**config.mk**
```make
export PLATFORM = sky130hd
export DESIGN_NAME = led_frame_link_receiver_core
export DESIGN_NICKNAME = d
export VERILOG_FILES = /design/src/rtl/core/lfr_pkg.sv /design/src/rtl/core/lfr_input_reg.sv /design/src/rtl/core/lfr_engine.sv /design/src/rtl/core/led_frame_link_receiver_core.sv
export SDC_FILE = /design/constraint.sdc
export NUM_CORES = 1
export LEC_CHECK = 0
export BUFFER_PORTS_ARGS = -buffer_cell sky130_fd_sc_hd__buf_2
export CORE_ASPECT_RATIO = 1.25
export CORE_MARGIN = 3
export CORE_UTILIZATION = 55
export CTS_BUF_LIST = sky130_fd_sc_hd__clkbuf_4 sky130_fd_sc_hd__clkbuf_8 sky130_fd_sc_hd__clkbuf_16
export DETAILED_ROUTE_END_ITERATION = 10
export GPL_TIMING_DRIVEN = 0
export PLACE_DENSITY = 0.81
export SLEW_MARGIN = 20
export SYNTH_ARGS = -nofsm -noshare
export SYNTH_HDL_FRONTEND = slang
export SYNTH_SLANG_ARGS = --single-unit
```
**constraint.sdc**
```tcl
create_clock -name clk -period 7.1 [get_ports clk]
set_clock_uncertainty 0.15 [all_clocks]
set_input_delay 0.355 -clock clk [delete_from_list [all_inputs] [get_ports clk]]
set_output_delay 0.355 -clock clk [all_outputs]
set_load 0.05 [all_outputs]
```
**src/rtl/core/lfr_pkg.sv**
```systemverilog
`default_nettype none

package lfr_pkg;

  // Field widths fixed by the link format
  localparam int unsigned BYTE_W  = 8;
  localparam int unsigned CFG_W   = 32;
  localparam int unsigned CFG_IDX_W = 2;
  localparam int unsigned SETUP_CNT_W = 5;
  localparam int unsigned STORE_DEPTH = 4;

  // Configuration register indexes
  localparam logic [CFG_IDX_W-1:0] REG_PICTURE_HEADER = 2'd0;
  localparam logic [CFG_IDX_W-1:0] REG_SETUP_HEADER   = 2'd1;
  localparam logic [CFG_IDX_W-1:0] REG_SLEEP_PATTERN  = 2'd2;

  // Reset values of the configuration registers
  localparam logic [BYTE_W-1:0] PICTURE_HEADER_RST = 8'd1;
  localparam logic [BYTE_W-1:0] SETUP_HEADER_RST   = 8'd2;
  localparam logic [CFG_W-1:0]  SLEEP_PATTERN_RST  = 32'd0;

  // Request kinds
  localparam logic MODE_POLL = 1'b0;
  localparam logic MODE_SLOT = 1'b1;

  // Phase codes as reported on the result
  localparam logic [2:0] PHASE_IDLE      = 3'd0;
  localparam logic [2:0] PHASE_WAIT_SLOT = 3'd1;
  localparam logic [2:0] PHASE_HEADER    = 3'd2;
  localparam logic [2:0] PHASE_LINES     = 3'd3;
  localparam logic [2:0] PHASE_SETUP     = 3'd4;
  localparam logic [2:0] PHASE_WAIT_END  = 3'd5;

  typedef struct packed {
    logic              mode;
    logic              request_level;
    logic              byte_valid;
    logic [BYTE_W-1:0] byte_value;
    logic [BYTE_W-1:0] slot_number;
  } in_item_t;

  typedef struct packed {
    logic [2:0]        phase;
    logic              ready_line;
    logic              pixel_write;
    logic [2:0]        pixel_row;
    logic [2:0]        pixel_column;
    logic [1:0]        pixel_color;
    logic [BYTE_W-1:0] pixel_value;
    logic              balance_update;
    logic [BYTE_W-1:0] balance_first;
    logic [BYTE_W-1:0] balance_second;
    logic [BYTE_W-1:0] balance_third;
    logic              sleep_request;
  } out_item_t;

endpackage

`default_nettype wire

```
**src/rtl/core/lfr_input_reg.sv**
```systemverilog
`default_nettype none

module lfr_input_reg (
  input  wire logic             clk,
  input  wire logic             rst,
  input  wire logic             in_valid,
  output logic                  in_ready,
  input  wire lfr_pkg::in_item_t in_data,
  input  wire logic             step,
  output logic                  held_valid,
  output lfr_pkg::in_item_t     held_item
);
  import lfr_pkg::*;

  // Take a new request when empty or when the held one moves on
  assign in_ready = !held_valid || step;

  always_ff @(posedge clk) begin
    if (rst) begin
      held_valid <= 1'b0;
    end else if (in_valid && in_ready) begin
      held_valid <= 1'b1;
    end else if (step) begin
      held_valid <= 1'b0;
    end
  end

  // Payload, no reset
  always_ff @(posedge clk) begin
    if (in_valid && in_ready) begin
      held_item <= in_data;
    end
  end

endmodule

`default_nettype wire

```
**src/rtl/core/lfr_engine.sv**
```systemverilog
`default_nettype none

module lfr_engine #(
  parameter int SETUP_BYTES = 4
) (
  input  wire logic                            clk,
  input  wire logic                            rst,
  input  wire logic                            cfg_we,
  input  wire logic [lfr_pkg::CFG_IDX_W-1:0]   cfg_index,
  input  wire logic [lfr_pkg::CFG_W-1:0]       cfg_data,
  input  wire logic                            step,
  input  wire lfr_pkg::in_item_t               item,
  output lfr_pkg::out_item_t                   result
);
  import lfr_pkg::*;

  typedef enum logic [5:0] {
    ST_IDLE      = 6'b000001,
    ST_WAIT_SLOT = 6'b000010,
    ST_HEADER    = 6'b000100,
    ST_LINES     = 6'b001000,
    ST_SETUP     = 6'b010000,
    ST_WAIT_END  = 6'b100000
  } phase_t;

  // Configuration
  logic [BYTE_W-1:0] picture_header_code;
  logic [BYTE_W-1:0] setup_header_code;
  logic [CFG_W-1:0]  sleep_pattern;

  // Link state
  phase_t                 phase, phase_next, phase_eff;
  logic [3:0]             row_count, row_next, row_inc;
  logic [2:0]             column_count, column_next;
  logic [1:0]             color_count, color_next;
  logic [SETUP_CNT_W-1:0] setup_count, setup_next;
  logic                   sleep_latch, latch_next;
  logic                   line_level, line_next;
  logic [BYTE_W-1:0]      setup_store [STORE_DEPTH];
  logic [BYTE_W-1:0]      store_next [STORE_DEPTH];
  logic                   match_first, match_rest;

  always_ff @(posedge clk) begin
    if (rst) begin
      picture_header_code <= PICTURE_HEADER_RST;
      setup_header_code   <= SETUP_HEADER_RST;
      sleep_pattern       <= SLEEP_PATTERN_RST;
    end else if (cfg_we) begin
      case (cfg_index)
        REG_PICTURE_HEADER: picture_header_code <= cfg_data[BYTE_W-1:0];
        REG_SETUP_HEADER:   setup_header_code   <= cfg_data[BYTE_W-1:0];
        REG_SLEEP_PATTERN:  sleep_pattern       <= cfg_data;
        default: ;
      endcase
    end
  end

  function automatic logic [2:0] phase_code(input phase_t p);
    case (p)
      ST_IDLE:      phase_code = PHASE_IDLE;
      ST_WAIT_SLOT: phase_code = PHASE_WAIT_SLOT;
      ST_HEADER:    phase_code = PHASE_HEADER;
      ST_LINES:     phase_code = PHASE_LINES;
      ST_SETUP:     phase_code = PHASE_SETUP;
      ST_WAIT_END:  phase_code = PHASE_WAIT_END;
      default:      phase_code = PHASE_IDLE;
    endcase
  endfunction

  assign row_inc = row_count + 4'd1;

  // Next state and result of the held request
  always_comb begin
    phase_next  = phase;
    row_next    = row_count;
    column_next = column_count;
    color_next  = color_count;
    setup_next  = setup_count;
    latch_next  = sleep_latch;
    line_next   = line_level;
    store_next  = setup_store;
    match_first = 1'b0;
    match_rest  = 1'b0;
    result      = '0;
    phase_eff   = item.request_level ? phase : ST_IDLE;

    if (item.mode == MODE_SLOT) begin
      // Slot start: any byte is dropped
      if (phase == ST_WAIT_SLOT) begin
        if (item.slot_number == '0) begin
          row_next    = '0;
          column_next = '0;
          color_next  = '0;
          setup_next  = '0;
          line_next   = 1'b0;
          phase_next  = ST_HEADER;
        end
      end else if (phase == ST_LINES) begin
        line_next = 1'b0;
      end
    end else begin
      phase_next = phase_eff;
      case (phase_eff)
        ST_IDLE: begin
          line_next = 1'b1;
          if (item.request_level) phase_next = ST_WAIT_SLOT;
        end
        ST_WAIT_SLOT: begin
          line_next = 1'b1;
        end
        ST_HEADER: begin
          line_next = 1'b0;
          if (item.byte_valid) begin
            if (item.byte_value == setup_header_code) phase_next = ST_SETUP;
            else if (item.byte_value == picture_header_code) phase_next = ST_LINES;
            else phase_next = ST_IDLE;
          end
        end
        ST_LINES: begin
          line_next = 1'b0;
          if (item.byte_valid) begin
            result.pixel_write  = 1'b1;
            result.pixel_row    = row_count[2:0];
            result.pixel_column = column_count;
            result.pixel_color  = color_count;
            result.pixel_value  = item.byte_value;
            // walk color, then column, then row
            if (color_count >= 2'd2) begin
              color_next = '0;
              if (column_count == 3'd7) begin
                column_next = '0;
                row_next    = row_inc;
                if (row_inc[3]) phase_next = ST_WAIT_END;
              end else begin
                column_next = column_count + 3'd1;
              end
            end else begin
              color_next = color_count + 2'd1;
            end
          end
        end
        ST_SETUP: begin
          line_next = 1'b0;
          if (item.byte_valid) begin
            if (setup_count < SETUP_CNT_W'(STORE_DEPTH)) begin
              store_next[setup_count[1:0]] = item.byte_value;
            end
            if (setup_count != '1) setup_next = setup_count + SETUP_CNT_W'(1);
            // Sleep pattern compare on the store as it stands after this byte
            match_first = store_next[0] == sleep_pattern[7:0];
            match_rest  = (store_next[1] == sleep_pattern[15:8]) &&
                          (store_next[2] == sleep_pattern[23:16]) &&
                          (store_next[3] == sleep_pattern[31:24]);
            // last setup byte: sleep pattern or white balance
            if (setup_next >= SETUP_CNT_W'(SETUP_BYTES)) begin
              if (match_first) begin
                if (match_rest) latch_next = 1'b1;
              end else if (store_next[0][7]) begin
                result.balance_update = 1'b1;
                result.balance_first  = store_next[1];
                result.balance_second = store_next[2];
                result.balance_third  = store_next[3];
              end
              phase_next = ST_WAIT_END;
            end
          end
        end
        ST_WAIT_END: begin
          line_next = 1'b0;
        end
        default: ;
      endcase
    end

    result.phase         = phase_code(phase_next);
    result.ready_line    = line_next;
    result.sleep_request = latch_next;
  end

  always_ff @(posedge clk) begin
    if (rst) begin
      phase        <= ST_IDLE;
      row_count    <= '0;
      column_count <= '0;
      color_count  <= '0;
      setup_count  <= '0;
      sleep_latch  <= 1'b0;
      line_level   <= 1'b0;
    end else if (step) begin
      phase        <= phase_next;
      row_count    <= row_next;
      column_count <= column_next;
      color_count  <= color_next;
      setup_count  <= setup_next;
      sleep_latch  <= latch_next;
      line_level   <= line_next;
    end
  end

  // Setup byte store, no reset
  always_ff @(posedge clk) begin
    if (step) begin
      setup_store <= store_next;
    end
  end

  // Low request line on a poll always lands in idle
  assert property (@(posedge clk) disable iff (rst)
    step && item.mode == MODE_POLL && !item.request_level |=> phase == ST_IDLE)
    else $error("poll with low request did not return to idle");

  // Pixel writes only come from picture reception
  assert property (@(posedge clk) disable iff (rst)
    step && result.pixel_write |-> phase == ST_LINES)
    else $error("pixel write outside picture phase");

  // Sleep request is sticky until reset
  assert property (@(posedge clk) disable iff (rst)
    sleep_latch |=> sleep_latch)
    else $error("sleep latch dropped");

  // Balance update needs bit 7 of the first setup byte and ends setup
  assert property (@(posedge clk) disable iff (rst)
    step && result.balance_update |-> store_next[0][7] && phase_next == ST_WAIT_END)
    else $error("bad white balance update");

endmodule

`default_nettype wire

```
**src/rtl/core/led_frame_link_receiver_core.sv**
```systemverilog
`default_nettype none

// Channel   Direction  Handshake              Payload
// in        to core    in_valid / in_ready    in_data   (lfr_pkg::in_item_t)
// out       from core  out_valid / out_ready  out_data  (lfr_pkg::out_item_t)
// cfg       to core    cfg_we                 cfg_index, cfg_data
//
// One request per cycle sustained while out_ready stays high; a result passes
// through the input register, then the result register, before it is valid.
// The state update for a request is one pass of logic between those two registers.
// Synchronous reset clears state to idle and config to defaults.
// With out_ready low the result register holds; the input register takes
// at most one more request, then in_ready drops.

module led_frame_link_receiver_core #(
  parameter int SETUP_BYTES = 4
) (
  input  wire logic                          clk,
  input  wire logic                          rst,
  input  wire logic                          in_valid,
  output logic                               in_ready,
  input  wire lfr_pkg::in_item_t             in_data,
  output logic                               out_valid,
  input  wire logic                          out_ready,
  output lfr_pkg::out_item_t                 out_data,
  input  wire logic                          cfg_we,
  input  wire logic [lfr_pkg::CFG_IDX_W-1:0] cfg_index,
  input  wire logic [lfr_pkg::CFG_W-1:0]     cfg_data
);
  import lfr_pkg::*;

  logic      held_valid;
  in_item_t  held_item;
  out_item_t result;
  logic      step;

  // Held request moves on when the result register is free or draining
  assign step = held_valid && (!out_valid || out_ready);

  lfr_input_reg u_input_reg (
    .clk        (clk),
    .rst        (rst),
    .in_valid   (in_valid),
    .in_ready   (in_ready),
    .in_data    (in_data),
    .step       (step),
    .held_valid (held_valid),
    .held_item  (held_item)
  );

  lfr_engine #(
    .SETUP_BYTES (SETUP_BYTES)
  ) u_engine (
    .clk       (clk),
    .rst       (rst),
    .cfg_we    (cfg_we),
    .cfg_index (cfg_index),
    .cfg_data  (cfg_data),
    .step      (step),
    .item      (held_item),
    .result    (result)
  );

  // Result register
  always_ff @(posedge clk) begin
    if (rst) begin
      out_valid <= 1'b0;
    end else if (step) begin
      out_valid <= 1'b1;
    end else if (out_ready) begin
      out_valid <= 1'b0;
    end
  end

  always_ff @(posedge clk) begin
    if (step) begin
      out_data <= result;
    end
  end

endmodule

`default_nettype wire

```
==> results of run 1 <==
-- power groups by stage --
stage	clock, mW	combinational, mW	sequential, mW
final	0.883	0.196	1.08
after global routing	0.938	0.212	1.09
after CTS	0.892	0.194	1.08
after detailed placement	0	0.183	1.10
after global placement	0	0.181	1.10
after floorplan	0	0.0916	1.14
-- cell type report --
type                    instances  area, sq um
fillers                      1080         4480
flip-flops and latches        170         4380
multi-input cells             499         3240
repair buffers                130          768
clock buffers                  21          479
well taps                     175          219
plain buffers                  44          191
inverters                      39          146
clock inverters                11         82.6
-- what timing repair did --
action                                 CTS  global route
resized for setup                        0             0
hold buffers                            22             0
endpoints found under the hold margin   22             0
-- cell usage in the layout, fill, tap and decap left out, types with 17 or more instances in the layout --
cell type,netlist,layout
sky130_fd_sc_hd__buf_2,8,113
sky130_fd_sc_hd__edfxtp_1,98,98
sky130_fd_sc_hd__nand2_1,95,95
sky130_fd_sc_hd__dfxtp_1,72,72
sky130_fd_sc_hd__nor2_1,54,54
sky130_fd_sc_hd__a21oi_1,49,49
sky130_fd_sc_hd__inv_1,38,38
sky130_fd_sc_hd__clkbuf_1,30,29
sky130_fd_sc_hd__mux2i_1,28,28
sky130_fd_sc_hd__xor2_1,26,26
sky130_fd_sc_hd__and2_1,24,24
sky130_fd_sc_hd__dlygate4sd3_1,0,22
sky130_fd_sc_hd__clkbuf_16,0,18
sky130_fd_sc_hd__o21ai_0,17,17
-- cell families after synthesis --
family,synth area share
simple gates,0.179
flops,0.551
mux,0.0579
fa+ha+maj,0.0110
buf+inv,0.0420
xor+xnor,0.0441
compound gates,0.115
-- metrics by stage --
stage	setup slack (ps)	power [mW]	utilization
after CTS	3250	2.17	0.680
after detailed placement	3310	1.29	0.624
after floorplan	2100	1.23	-
after global routing	2980	2.24	0.680
final	3180	2.16	0.680
after global placement	453	1.29	0.622
-- state kept, by name (all words and copies together), names as in the netlist, 5 cells and up --
register	flops
u_engine.setup_store	32
u_engine.setup_count	5
u_input_reg.held_item	19
u_engine.picture_header_code	8
out_data	47
u_engine.setup_header_code	8
u_engine.phase	6
u_engine.sleep_pattern	32
-- per-layer routing --
| metal | global-route usage | vias to the layer above | routed length [microns] |
|---|---|---|---|
| li1 | - | 2988 | - |
| met1 | 0.316 | 2945 | 7930 |
| met2 | 0.424 | 219 | 9940 |
| met3 | 0.0493 | 49 | 1090 |
| met4 | 0.128 | 0 | 724 |
| met5 | 0 | - | 0 |
-- worst reg2reg max path, stage by stage (launching register included) --
cell and delay (ps):
sky130_fd_sc_hd__dfxtp_1 360, sky130_fd_sc_hd__inv_1 130, sky130_fd_sc_hd__ha_1 170, sky130_fd_sc_hd__nor4b_4 460
sky130_fd_sc_hd__buf_2 330, sky130_fd_sc_hd__mux2i_1 330, sky130_fd_sc_hd__o2bb2ai_1 120, sky130_fd_sc_hd__a2111oi_0 760
sky130_fd_sc_hd__a211o_1 440, sky130_fd_sc_hd__inv_2 80, sky130_fd_sc_hd__buf_4 180, sky130_fd_sc_hd__and2_1 160
-- worst paths after layout --
kind,slack [ps],from,end
worst max register to register,3180,u_engine.setup_count[0],out_data[20]
worst max-delay path,3180,u_engine.setup_count[0],out_data[20]
worst min register to register,310,u_engine.color_count[0],u_engine.color_count[1]
worst min-delay path,9,cfg_data[19],u_engine.sleep_pattern[19]
==> impl_metrics.prom, run 1 <==
# TYPE chip_impl_metric gauge
chip_impl_info{name="clk_root_buffer_cell",value="sky130_fd_sc_hd__clkbuf_16"} 1
chip_impl_metric{name="antenna_violating_nets_post_route",unit=""} 0
chip_impl_metric{name="power.share.switching",unit=""} 0.249
chip_impl_metric{name="synth.yosys.seq_area_share",unit=""} 0.551
chip_impl_metric{name="finalMaxSlewViolations",unit=""} 0
chip_impl_info{name="synth_top_area_cell",value="sky130_fd_sc_hd__edfxtp_1"} 1
chip_impl_info{name="grt_setup_unrepaired",value="no"} 1
chip_impl_metric{name="worst-slew-pin-transition",unit="ps"} 839
chip_impl_info{name="cts_tree",value="done"} 1
chip_impl_metric{name="layout-area-overhead-vs-synth",unit="%"} 19.6
chip_impl_metric{name="post-route-period-util",unit=""} 0.553
chip_impl_metric{name="min_path_cells",unit=""} 3
chip_impl_metric{name="count_of_input_and_output_buffers",unit=""} 105
chip_impl_metric{name="overflow",unit=""} 0
chip_impl_metric{name="cts.reportedPaths.clkPinSlew",unit="ps"} 60
chip_impl_metric{name="flip_flop_and_latch_count_after_synthesis",unit=""} 170
chip_impl_metric{name="mappedNetlistArea",unit="sq mm"} 0.00795
chip_impl_info{name="end_kind",value="flip-flop"} 1
chip_impl_metric{name="drcViolationCount",unit=""} 0
chip_impl_metric{name="initial_core_util",unit=""} 0.568
chip_impl_metric{name="clock_power_share",unit=""} 0.408
chip_impl_info{name="critical_path.cell_chain",value="inv_1, ha_1, nor4b_4, buf_2, mux2i_1, o2bb2ai_1, a2111oi_0, a211o_1, inv_2, buf_4, and2_1"} 1
chip_impl_metric{name="postSynthCellCount",unit=""} 752
chip_impl_metric{name="final.min_clock_period",unit="ps"} 3920
chip_impl_info{name="synthTopCellsByArea",value="sky130_fd_sc_hd__edfxtp_1, sky130_fd_sc_hd__dfxtp_1, sky130_fd_sc_hd__nand2_1, sky130_fd_sc_hd__mux2i_1, sky130_fd_sc_hd__a21oi_1"} 1
chip_impl_metric{name="firstDrtPassIters",unit=""} 5
chip_impl_info{name="synthTopCellsByCount",value="sky130_fd_sc_hd__edfxtp_1, sky130_fd_sc_hd__nand2_1, sky130_fd_sc_hd__dfxtp_1"} 1
chip_impl_metric{name="path_max_fanout",unit=""} 10
chip_impl_metric{name="core_area",unit="sq mm"} 0.0140
chip_impl_metric{name="comb_power_share",unit=""} 0.091
chip_impl_info{name="synth.most_common_cell",value="sky130_fd_sc_hd__edfxtp_1"} 1
chip_impl_metric{name="num_rows",unit=""} 48
chip_impl_metric{name="grt_resource_usage_total",unit=""} 0.255
chip_impl_metric{name="cts.sink_count",unit=""} 170
chip_impl_info{name="synth-main-ff-cell",value="sky130_fd_sc_hd__edfxtp_1"} 1
chip_impl_metric{name="global_route_wire_length_before_repair",unit="microns"} 31500
chip_impl_metric{name="ys_async_sr_fraction",unit=""} 0
chip_impl_metric{name="design.portCount",unit=""} 107
chip_impl_metric{name="final_instance_area",unit="sq mm"} 0.00951
chip_impl_metric{name="p_per_area",unit="mW/mm^2"} 227
chip_impl_metric{name="logic_depth_of_the_worst_path_buffers_included",unit=""} 11
chip_impl_metric{name="grt_max_degree",unit=""} 57
chip_impl_metric{name="h_tree_levels",unit=""} 4
chip_impl_metric{name="cellLeakagePower",unit="nW"} 3.68
chip_impl_metric{name="antenna_cells",unit=""} 0
chip_impl_metric{name="crit_path_max_incr_delay",unit="ps"} 760
chip_impl_metric{name="ys_types",unit=""} 74
chip_impl_metric{name="place_area",unit="sq mm"} 0.00873
chip_impl_metric{name="seq_power_share",unit=""} 0.501
chip_impl_metric{name="first_global_vias",unit=""} 6135
chip_impl_metric{name="yosys_warnings",unit=""} 0
chip_impl_metric{name="x_dimension_of_the_die",unit="microns"} 114
chip_impl_metric{name="synth.top_cell.area_share",unit=""} 0.370
chip_impl_metric{name="vias",unit=""} 6201
chip_impl_metric{name="critPathArrivalTime",unit="ps"} 3960
chip_impl_metric{name="timing.final.hold_violations",unit=""} 0
chip_impl_metric{name="fp.dieArea",unit="sq mm"} 0.0159
chip_impl_metric{name="setup_violations",unit=""} 0
chip_impl_info{name="timing.critical_path.slowest_stage_cell",value="sky130_fd_sc_hd__a2111oi_0"} 1
chip_impl_metric{name="required",unit="ps"} 7140
chip_impl_metric{name="clk_path_buf_depth",unit=""} 2
chip_impl_metric{name="viasPerCell",unit=""} 5.69
chip_impl_metric{name="setup_total_negative_slack",unit="ps"} 0
chip_impl_info{name="worstSetupStartpointType",value="flip-flop"} 1
chip_impl_metric{name="synth_enable_flop_cells",unit=""} 98
chip_impl_metric{name="placed_cells_incl_taps",unit=""} 1035
chip_impl_metric{name="max_freq",unit="GHz"} 0.255
chip_impl_info{name="crit_family",value="compound AO/OA/AOI/OAI gates"} 1
chip_impl_metric{name="dr.first_iter.drc_count",unit=""} 469
chip_impl_metric{name="cts_inserted_buffers",unit=""} 17
chip_impl_metric{name="maxSlewHeadroom",unit=""} 0.426
chip_impl_metric{name="final_cells",unit=""} 1089
chip_impl_metric{name="cp.buffers_inverters",unit=""} 4
chip_impl_metric{name="cts_setup_buffers",unit=""} 0
chip_impl_info{name="timing.setup.critical_path_class",value="reg -> reg"} 1
chip_impl_metric{name="gp_congestion",unit=""} 0.959
chip_impl_info{name="outcome",value="complete, no violations"} 1
chip_impl_info{name="hold_class",value="in -> reg"} 1
chip_impl_metric{name="vertical_extent_of_the_die",unit="microns"} 140
chip_impl_metric{name="share_of_final_layout_standard_cells_stronger_than_drive_strength_1",unit=""} 0.205
chip_impl_metric{name="worst_ir_drop_vdd",unit="mV"} 0.181
chip_impl_metric{name="power.net_switching",unit="mW"} 0.538
chip_impl_metric{name="synth_fp_nets",unit=""} 817
chip_impl_metric{name="intPower",unit="mW"} 1.62
chip_impl_metric{name="antenna_found_initial",unit=""} 0
chip_impl_metric{name="drv.max_cap_violation_count",unit=""} 0
chip_impl_metric{name="r2r_cells",unit=""} 11
chip_impl_metric{name="worst_hold_slack",unit="ps"} 8.58
chip_impl_metric{name="postRouteWirelength",unit="microns"} 19700
chip_impl_metric{name="fin_nets",unit=""} 966
chip_impl_metric{name="average_wire_per_cell_in_the_routed_design",unit="microns"} 18.1
chip_impl_metric{name="clock_latency_of_the_later_clocked_register_in_the_worst_skew_pair",unit="ps"} 440
chip_impl_metric{name="half_perimeter_wire_length_after_placement",unit="microns"} 13800
chip_impl_metric{name="post_synth.cell_area_avg",unit="sq um"} 10.6
Power figures use the tool's default switching activity.
==> run 2: changes to the inputs <==
--- a/config.mk
+++ b/config.mk
@@ -5,6 +5,7 @@
 export SDC_FILE = /design/constraint.sdc
 export NUM_CORES = 1
 export LEC_CHECK = 0
+export ABC_AREA = 1
 export BUFFER_PORTS_ARGS = -buffer_cell sky130_fd_sc_hd__buf_2
 export CORE_ASPECT_RATIO = 1.25
 export CORE_MARGIN = 3
==> constraint.sdc (replaced) <==
create_clock -name clk -period 3.8 [get_ports clk]
set_clock_uncertainty 0.15 [all_clocks]
set_input_delay 0.19 -clock clk [delete_from_list [all_inputs] [get_ports clk]]
set_output_delay 0.19 -clock clk [all_outputs]
set_load 0.05 [all_outputs]
==> impl_metrics.prom, run 2 <==
# TYPE chip_impl_metric gauge
chip_impl_metric{name="finalMaxSlewViolations",unit=""} 0
chip_impl_metric{name="synth.yosys.seq_area_share",unit=""} 0.550
chip_impl_metric{name="antenna_cells",unit=""} 0
chip_impl_metric{name="yosys_warnings",unit=""} 0
chip_impl_info{name="mostFrequentLayoutCell",value="sky130_fd_sc_hd__nand2_1"} 1
chip_impl_metric{name="flip_flop_and_latch_count_after_synthesis",unit=""} 170
chip_impl_metric{name="path_max_fanout",unit=""} 10
chip_impl_metric{name="final.min_clock_period",unit="ps"} 2530
chip_impl_info{name="timing.critical_path.slowest_stage_cell",value="sky130_fd_sc_hd__dfxtp_1"} 1
chip_impl_metric{name="antenna_found_initial",unit=""} 0
chip_impl_metric{name="cts.sink_count",unit=""} 170
chip_impl_info{name="library_cell_appearing_most_often_on_the_critical_path",value="sky130_fd_sc_hd__nand2_1"} 1
chip_impl_metric{name="dr.first_iter.drc_count",unit=""} 492
chip_impl_metric{name="synth_enable_flop_cells",unit=""} 98
chip_impl_metric{name="grt_max_degree",unit=""} 57
chip_impl_info{name="commonest_non_fill_non_tap_cells_in_the_layout",value="sky130_fd_sc_hd__nand2_1, sky130_fd_sc_hd__nor2_1, sky130_fd_sc_hd__inv_1"} 1
chip_impl_info{name="hold_class",value="in -> reg"} 1
chip_impl_metric{name="timing.final.hold_violations",unit=""} 0
chip_impl_metric{name="worst_ir_drop_vdd",unit="mV"} 0.310
chip_impl_info{name="reg.largest.list",value="out_data (47), u_engine.setup_store (32), u_engine.sleep_pattern (32)"} 1
chip_impl_metric{name="first_global_vias",unit=""} 7062
chip_impl_metric{name="ys_async_sr_fraction",unit=""} 0
chip_impl_metric{name="p_per_area",unit="mW/mm^2"} 433
chip_impl_metric{name="global_route_wire_length_before_repair",unit="microns"} 33300
chip_impl_metric{name="design.portCount",unit=""} 107
chip_impl_metric{name="initial_core_util",unit=""} 0.569
chip_impl_info{name="synthTopCellsByArea",value="sky130_fd_sc_hd__edfxtp_1, sky130_fd_sc_hd__dfxtp_1, sky130_fd_sc_hd__nand2_1, sky130_fd_sc_hd__nor2_1, sky130_fd_sc_hd__inv_1"} 1
chip_impl_metric{name="placed_cells_incl_taps",unit=""} 1254
chip_impl_metric{name="critPathArrivalTime",unit="ps"} 2560
chip_impl_metric{name="setup_total_negative_slack",unit="ps"} 0
chip_impl_metric{name="clock_latency_of_the_later_clocked_register_in_the_worst_skew_pair",unit="ps"} 420
chip_impl_metric{name="layout-area-overhead-vs-synth",unit="%"} 23.7
chip_impl_metric{name="setup_violations",unit=""} 0
chip_impl_info{name="outcome",value="complete, no violations"} 1
chip_impl_metric{name="worst_hold_slack",unit="ps"} 58.2
chip_impl_info{name="grt_setup_unrepaired",value="no"} 1
chip_impl_metric{name="share_of_final_layout_standard_cells_stronger_than_drive_strength_1",unit=""} 0.142
chip_impl_metric{name="layout.filler_cells",unit=""} 1093
chip_impl_metric{name="cp.buffers_inverters",unit=""} 3
chip_impl_metric{name="synth.top_cell.area_share",unit=""} 0.369
chip_impl_info{name="synth-main-ff-cell",value="sky130_fd_sc_hd__edfxtp_1"} 1
chip_impl_metric{name="synth_fp_nets",unit=""} 1039
chip_impl_info{name="cts_tree",value="done"} 1
chip_impl_metric{name="max_freq",unit="GHz"} 0.395
chip_impl_info{name="synth.most_common_cell",value="sky130_fd_sc_hd__nand2_1"} 1
chip_impl_metric{name="maxSlewHeadroom",unit=""} 0.439
chip_impl_metric{name="largest_register_ffs",unit=""} 47
chip_impl_metric{name="vias",unit=""} 7036
chip_impl_metric{name="viasPerCell",unit=""} 5.25
chip_impl_metric{name="gp_congestion",unit=""} 0.891
chip_impl_metric{name="drcViolationCount",unit=""} 0
chip_impl_info{name="critical_path.cell_chain",value="inv_1, ha_1, inv_1, nor2_4, nand2_1, nand2_2, nand2_1, nand2_1, nand2_1, nor2_1, nand2_1, nand3_2, buf_6, nor2_1"} 1
chip_impl_metric{name="vertical_extent_of_the_die",unit="microns"} 141
chip_impl_metric{name="core_area",unit="sq mm"} 0.0140
chip_impl_info{name="end_kind",value="flip-flop"} 1
chip_impl_info{name="crit_family",value="simple AND/OR/NAND/NOR gates"} 1
chip_impl_metric{name="ys_types",unit=""} 31
chip_impl_metric{name="drv.max_cap_violation_count",unit=""} 0
chip_impl_metric{name="postRouteWirelength",unit="microns"} 20500
chip_impl_metric{name="cts.reportedPaths.clkPinSlew",unit="ps"} 70
chip_impl_metric{name="cellLeakagePower",unit="nW"} 4.51
chip_impl_metric{name="firstDrtPassIters",unit=""} 5
chip_impl_metric{name="mappedNetlistArea",unit="sq mm"} 0.00797
chip_impl_info{name="worstSetupStartpointType",value="flip-flop"} 1
chip_impl_metric{name="average_wire_per_cell_in_the_routed_design",unit="microns"} 15.3
chip_impl_metric{name="postSynthCellCount",unit=""} 974
chip_impl_metric{name="x_dimension_of_the_die",unit="microns"} 114
chip_impl_metric{name="h_tree_levels",unit=""} 4
chip_impl_metric{name="grt_resource_usage_total",unit=""} 0.265
chip_impl_info{name="clk_root_buffer_cell",value="sky130_fd_sc_hd__clkbuf_16"} 1
chip_impl_metric{name="fin_nets",unit=""} 1217
chip_impl_metric{name="fp.dieArea",unit="sq mm"} 0.0160
chip_impl_info{name="top_register",value="out_data"} 1
chip_impl_metric{name="crit_path_max_incr_delay",unit="ps"} 370
chip_impl_metric{name="clk_path_buf_depth",unit=""} 2
chip_impl_info{name="timing.setup.critical_path_class",value="reg -> reg"} 1
chip_impl_metric{name="design_power_total",unit="mW"} 4.27
chip_impl_info{name="synthTopCellsByCount",value="sky130_fd_sc_hd__nand2_1, sky130_fd_sc_hd__nor2_1, sky130_fd_sc_hd__inv_1"} 1
chip_impl_metric{name="antenna_violating_nets_post_route",unit=""} 0
chip_impl_metric{name="half_perimeter_wire_length_after_placement",unit="microns"} 13900
chip_impl_metric{name="required",unit="ps"} 3830
chip_impl_info{name="synth_top_area_cell",value="sky130_fd_sc_hd__edfxtp_1"} 1
chip_impl_metric{name="cts_inserted_buffers",unit=""} 17
chip_impl_metric{name="count_of_input_and_output_buffers",unit=""} 105
chip_impl_metric{name="final_cells",unit=""} 1340
chip_impl_metric{name="worst-slew-pin-transition",unit="ps"} 835
chip_impl_metric{name="post_synth.cell_area_avg",unit="sq um"} 8.18
chip_impl_metric{name="num_rows",unit=""} 48
chip_impl_metric{name="overflow",unit=""} 0
chip_impl_metric{name="post-route-period-util",unit=""} 0.666
-- run 2: final timing paths --
kind	from	end	slack [ps]	cells after the start
setup / recovery	u_engine.setup_count[0]	out_data[7]	1270	14
hold / removal	cfg_index[1]	u_engine.picture_header_code[0]	60	4
setup reg to reg	u_engine.setup_count[0]	out_data[7]	1270	14
hold reg to reg	u_engine.sleep_pattern[28]	u_engine.sleep_pattern[28]	320	2
-- run 2: final cells by class --
| type | instances | area [sq um] | area share |
|---|---|---|---|
| Tap cell | 175 | 219 | 0.0222 |
| Multi-Input combinational cell | 640 | 2920 | 0.297 |
| Buffer | 26 | 140 | 0.0142 |
| Inverter | 138 | 520 | 0.0528 |
| Clock buffer | 18 | 433 | 0.0439 |
| Timing Repair Buffer | 159 | 1070 | 0.108 |
| Sequential cell | 170 | 4380 | 0.445 |
| Clock inverter | 14 | 169 | 0.0171 |
-- run 2: where the power goes --
part	switching [mW]	internal, mW	total (mW)
clock network	0.741	1.05	1.79
registers	0.0412	2.01	2.05
logic	0.286	0.150	0.436
total	1.07	3.20	4.27
-- run 2: metal layers --
metal | vias to the layer above | share of wire | track usage
li1 | 3489 | - | -
met5 | - | 0 | 0
met1 | 3203 | 0.39 | 0.315
met4 | 0 | 0.040 | 0.124
met3 | 62 | 0.068 | 0.0441
met2 | 282 | 0.50 | 0.464
-- run 2: worst register-to-register path, delay by kind of cell (launching register included) --
family | cells | cell delay [ps]
DFF | 1 | 370
buffers and inverters | 3 | 400
adders and majority gates | 1 | 190
and+or+nand+nor | 10 | 1180
-- run 2: what timing repair did --
action / in CTS / in global routing
hold endpoints to repair: 66 / 0
buffers inserted: 0 / 0
resized for setup: 0 / 0
hold buffers: 54 / 0
-- run 2: logic make-up after synthesis --
| kind of cell | count (synthesis) | synth area share |
|---|---|---|
| compound gates | 136 | 0.0925 |
| flops | 170 | 0.550 |
| fa+ha+maj | 7 | 0.0110 |
| xor+xnor | 8 | 0.00880 |
| buf+inv | 164 | 0.0825 |
| simple gates | 489 | 0.255 |
-- run 2: per-stage QoR --
stage / utilization / setup slack [ps] / instance area, sq um
6_report: 0.704 / 1270 / 9860
5_1_grt: 0.704 / 1090 / 9860
4_1_cts: 0.704 / 1260 / 9860
3_5_place_dp: 0.623 / 1320 / 8710
3_3_place_gp: 0.622 / 305 / 8710
2_1_floorplan: - / 843 / 7970
